$ cat src/dwpid_pkg.sv
// Shared types and constants for the dual wheel PID speed controller.
// No dependencies.
package dwpid_pkg;

   localparam int SPEED_W = 16;
   localparam int GAIN_W  = 24;
   localparam int ERR_W   = 17;
   localparam int INTEG_W = 32;
   localparam int DRIVE_W = 8;
   localparam int DUTY_W  = 7;
   localparam int CSR_IDX_W = 3;

   localparam logic [CSR_IDX_W-1:0] CSR_RIGHT_REF  = 3'd0;
   localparam logic [CSR_IDX_W-1:0] CSR_LEFT_REF   = 3'd1;
   localparam logic [CSR_IDX_W-1:0] CSR_PROP_GAIN  = 3'd2;
   localparam logic [CSR_IDX_W-1:0] CSR_INTEG_GAIN = 3'd3;
   localparam logic [CSR_IDX_W-1:0] CSR_DERIV_GAIN = 3'd4;

   localparam logic signed [SPEED_W-1:0] REF_RESET        = 16'sd800;
   localparam logic [GAIN_W-1:0]         PROP_GAIN_RESET  = 24'd3355;
   localparam logic [GAIN_W-1:0]         INTEG_GAIN_RESET = 24'd524288;
   localparam logic [GAIN_W-1:0]         DERIV_GAIN_RESET = 24'd12583;

   localparam logic signed [DRIVE_W-1:0] DRIVE_LIMIT = 8'sd90;
   // 90 in Q.26 and Q.24
   localparam logic signed [45:0] DRIVE_LIM_Q26 = 46'sd6039797760;
   localparam logic signed [INTEG_W-1:0] INTEG_LIM_Q24 = 32'sd1509949440;

   typedef struct packed {
      logic signed [ERR_W-1:0]   last_err;
      logic signed [INTEG_W-1:0] integ;
   } wheel_state_type;

endpackage

$ cat src/dwpid_wheel.sv
// One wheel of the PID law: error, P/I/D terms, drive saturation, integral clamp.
// Depends on dwpid_pkg.
module dwpid_wheel (
   input  logic signed [dwpid_pkg::SPEED_W-1:0] reference,
   input  logic signed [dwpid_pkg::SPEED_W-1:0] speed,
   input  logic                                 restart,
   input  logic [dwpid_pkg::GAIN_W-1:0]         kp,
   input  logic [dwpid_pkg::GAIN_W-1:0]         ki,
   input  logic [dwpid_pkg::GAIN_W-1:0]         kd,
   input  dwpid_pkg::wheel_state_type           state_cur,
   output dwpid_pkg::wheel_state_type           state_nxt,
   output logic signed [dwpid_pkg::DRIVE_W-1:0] drive
);
   import dwpid_pkg::*;

   logic signed [ERR_W-1:0]   err;
   logic signed [ERR_W-1:0]   last_err;
   logic signed [INTEG_W-1:0] integ;
   logic signed [ERR_W:0]     err_sum;
   logic signed [ERR_W:0]     err_diff;
   logic signed [41:0]        p_term;
   logic signed [42:0]        i_prod;
   logic signed [42:0]        d_term;
   logic signed [40:0]        i_inc;
   logic signed [41:0]        i_new;
   logic signed [45:0]        sum;
   logic signed [45:0]        sum_adj;

   always_comb begin
      err      = {reference[SPEED_W-1], reference} - {speed[SPEED_W-1], speed};
      last_err = restart ? err : state_cur.last_err;
      integ    = restart ? '0 : state_cur.integ;
      err_sum  = {err[ERR_W-1], err} + {last_err[ERR_W-1], last_err};
      err_diff = {err[ERR_W-1], err} - {last_err[ERR_W-1], last_err};

      p_term = $signed({1'b0, kp}) * err;
      i_prod = $signed({1'b0, ki}) * err_sum;
      d_term = $signed({1'b0, kd}) * err_diff;

      // floor to Q.24
      i_inc = 41'(i_prod >>> 2);
      i_new = 42'(integ) + 42'(i_inc);
      sum   = 46'(p_term) + (46'(i_new) <<< 2) + 46'(d_term);

      // truncate toward zero
      sum_adj = sum + (sum[45] ? 46'sd67108863 : 46'sd0);
      if (sum >= DRIVE_LIM_Q26) begin
         drive = DRIVE_LIMIT;
      end else if (sum <= -DRIVE_LIM_Q26) begin
         drive = -DRIVE_LIMIT;
      end else begin
         drive = sum_adj[33:26];
      end

      state_nxt.last_err = err;
      if (i_new >= 42'(INTEG_LIM_Q24)) begin
         state_nxt.integ = INTEG_LIM_Q24;
      end else if (i_new <= -42'(INTEG_LIM_Q24)) begin
         state_nxt.integ = -INTEG_LIM_Q24;
      end else begin
         state_nxt.integ = i_new[INTEG_W-1:0];
      end
   end

endmodule

$ cat config.mk
export PLATFORM = sky130hd
export DESIGN_NAME = dwpid_wheel
export DESIGN_NICKNAME = d
export VERILOG_FILES = /design/src/dwpid_pkg.sv /design/src/dwpid_wheel.sv
export SDC_FILE = /design/constraint.sdc
export NUM_CORES = 2
export LEC_CHECK = 0
export CAP_MARGIN = 0
export CORE_AREA = 2 2 317 319
export DETAILED_ROUTE_END_ITERATION = 6
export DIE_AREA = 0 0 319 321
export DONT_BUFFER_PORTS = 1
export PLACE_DENSITY = 0.76
export SETUP_SLACK_MARGIN = 0.05
export SYNTH_ARGS = -nofsm -noshare
export SYNTH_HDL_FRONTEND = slang
export SYNTH_SLANG_ARGS = --single-unit
$ cat constraint.sdc
create_clock -name vclk -period 32.2
set_input_delay 4.83 -clock vclk [all_inputs]
set_output_delay 4.83 -clock vclk [all_outputs]
set_load 0.005 [all_outputs]
==> flow_summary.ini <==
[outcome]
outcome = completed

[global_routing]
grt_pass1_vias = 41200
grt-ovfl-total = 0
antenna_found_initial = 17
met3_usage_pct = 7.01
grt_pass1_wl_um = 224000
grt_max_degree = 55
gr-usage-all-layers_pct = 27.6
grtUsageMet2_pct = 47.6
grt.busiest_layer = met2
use_met1_pct = 33.9

[detailed_routing]
wirelength_um = 137000
dr.pass1.iters = 7
ant_nets = 0
via_per_inst = 5.48
drc = 0
drt_iter0_markers = 2252
wl_per_cell_um = 19.9
detailroute.via_count = 37700

[floorplanning]
die_x_um = 319
rows = 116
io_pins = 211
design.core.area_um2 = 99300
dieArea_um2 = 102000
die_h_um = 321
start_util_pct = 49.5

[setup_path]
crit_path_max_fanout = 24
startpoint = reference[0]
startpoint_type = primary input
required_ns = 27.37
endpoint_kind = primary output
crit_path_end = drive[2]
critPathMostFrequentCell = fa_1
path_class = primary input to primary output
cp.arrival_ns = 25.89
slowest_delay_ns = 0.69
critPathSlowestCell = or4b_2

[cells_and_area]
nets = 7374
clockBufferCount = 0
seq_area_um2 = 0
layout_common_cells = 1387 x inv_1, 1161 x fa_1, 860 x nand2_1
nFillCells = 9188
seq_cell_count = 0
syn2layout_area_growth_pct = 3.11
drive_above_1_share_pct = 3.79
layout_commonest_cell = inv_1

[logic_synthesis]
syn_inst = 5741
yosysWarnings = 0
syn_area_per_cell_um2 = 8.57
synth_nets = 7547
synth_area_um2 = 49200
synth.yosys.seq_area_share_pct = 0
synth.distinct_cells = 90

[timing]
setup_ws_ns = 1.48
period_share_pct = 95.4
fmax_mhz = 32.6
slew_viol_final = 0
setup_tns_ns = 0
slew_headroom_pct = 26.4
setup_viol = 0
hold_viol = 0
tightest_slew_ns = 1.10
finalCriticalPeriod_ns = 30.72
rsz0062_at_grt = false

[hold_path]
hp-class = primary input to primary output

[placed_design]
gp_congestion = 0.991
dpl.hpwl_um = 120000
io_buffers = 0
preCtsSetupSlack_ns = 0.781

[clock_tree]
cts_hold_buf = 0

[flow_run]
drv_cap = 0
==> synthesized netlist by cell type, types with 7 or more instances <==
| cell type | number | share of area, % |
|---|---|---|
| nor2b_1 | 114 | 1.4 |
| mux2_2 | 17 | 0.39 |
| mux2i_1 | 8 | 0.16 |
| o211a_1 | 7 | 0.14 |
| nor3_1 | 45 | 0.46 |
| o21a_1 | 33 | 0.50 |
| nor3b_1 | 8 | 0.12 |
| o21ai_1 | 9 | 0.092 |
| and2_1 | 321 | 4.1 |
| a221oi_1 | 8 | 0.14 |
| a211o_1 | 7 | 0.12 |
| o22ai_1 | 8 | 0.10 |
| nand4_1 | 23 | 0.29 |
| fa_1 | 1161 | 47 |
| nand3_1 | 37 | 0.38 |
| xnor2_1 | 100 | 1.8 |
| nand2b_1 | 90 | 1.1 |
| or2_2 | 49 | 0.62 |
| o21ai_0 | 87 | 0.89 |
| or3_1 | 10 | 0.13 |
| o211ai_1 | 15 | 0.23 |
| o21bai_1 | 38 | 0.58 |
| and3_1 | 16 | 0.20 |
| a21boi_0 | 12 | 0.18 |
| a21o_1 | 55 | 0.84 |
| a31oi_1 | 12 | 0.15 |
| nor2_2 | 20 | 0.25 |
| a211oi_1 | 17 | 0.26 |
| inv_1 | 1387 | 11 |
| clkbuf_1 | 219 | 1.7 |
| xor2_1 | 40 | 0.71 |
| o31ai_1 | 8 | 0.12 |
| nand2_1 | 860 | 6.6 |
| nor2_1 | 122 | 0.93 |
| a2111oi_0 | 8 | 0.14 |
| nor4_1 | 11 | 0.14 |
| a21oi_1 | 156 | 1.6 |
| ha_1 | 491 | 12 |
==> layer usage <==
metal  vias to the layer above  part of all wire, %
li1                      16800                    -
met1                     19300                   39
met2                      1308                   48
met3                       259                  8.9
met4                        20                  3.4
met5                         -                0.096
==> timing repair <==
action,CTS,global route
resized for setup,0,5
endpoints found under the setup margin,0,8
buffers inserted,0,0
==> stage by stage <==
step	hold WS, ns	cell area [um^2]	instances	utilization [%]
2_1_floorplan	9.98	49200	5741	-
3_3_place_gp	10.07	50700	6864	51.0
3_5_place_dp	10.07	50700	6864	51.0
4_1_cts	10.07	50700	6864	51.0
5_1_grt	10.12	50700	6866	51.1
6_report	10.07	50700	6871	51.1
==> cell type report <==
cell class	count	area (um^2)	area share (%)
inverter	1387	5210	10.3
timing repair buffer	57	428	0.844
multi-input combinational	4122	43400	85.7
tap	1298	1620	3.20
antenna	7	17.5	0.0345
==> critical path, delay by kind of cell <==
kind / cells / cell delay, ns
mux: 1 / 0.33
compound gates: 25 / 6.35
buf+inv: 12 / 1.04
fa+ha+maj: 19 / 8.42
xor+xnor: 4 / 0.83
simple gates: 17 / 4.01
==> cell families after synthesis <==
kind of cell    synth area share [%]
compound gates                  7.40
xor+xnor                        2.53
fa+ha+maj                       59.7
buf+inv                         12.4
mux                            0.552
simple gates                    17.4
==> worst min-delay path by stage <==
| stage | from | to | slack (ns) | cells after the start |
|---|---|---|---|---|
| 2_1_floorplan | state_cur[1] | state_nxt[1] | 9.98 | 3 |
| 3_3_place_gp | state_cur[1] | state_nxt[1] | 10.07 | 3 |
| 3_5_place_dp | state_cur[1] | state_nxt[1] | 10.07 | 3 |
| 4_1_cts | state_cur[1] | state_nxt[1] | 10.07 | 3 |
| 5_1_grt | state_cur[1] | state_nxt[1] | 10.12 | 3 |
| 6_report | state_cur[1] | state_nxt[1] | 10.07 | 3 |
Power is not shown: default switching activity piles up to over one toggle a cycle in this logic, so the estimate is an artifact.
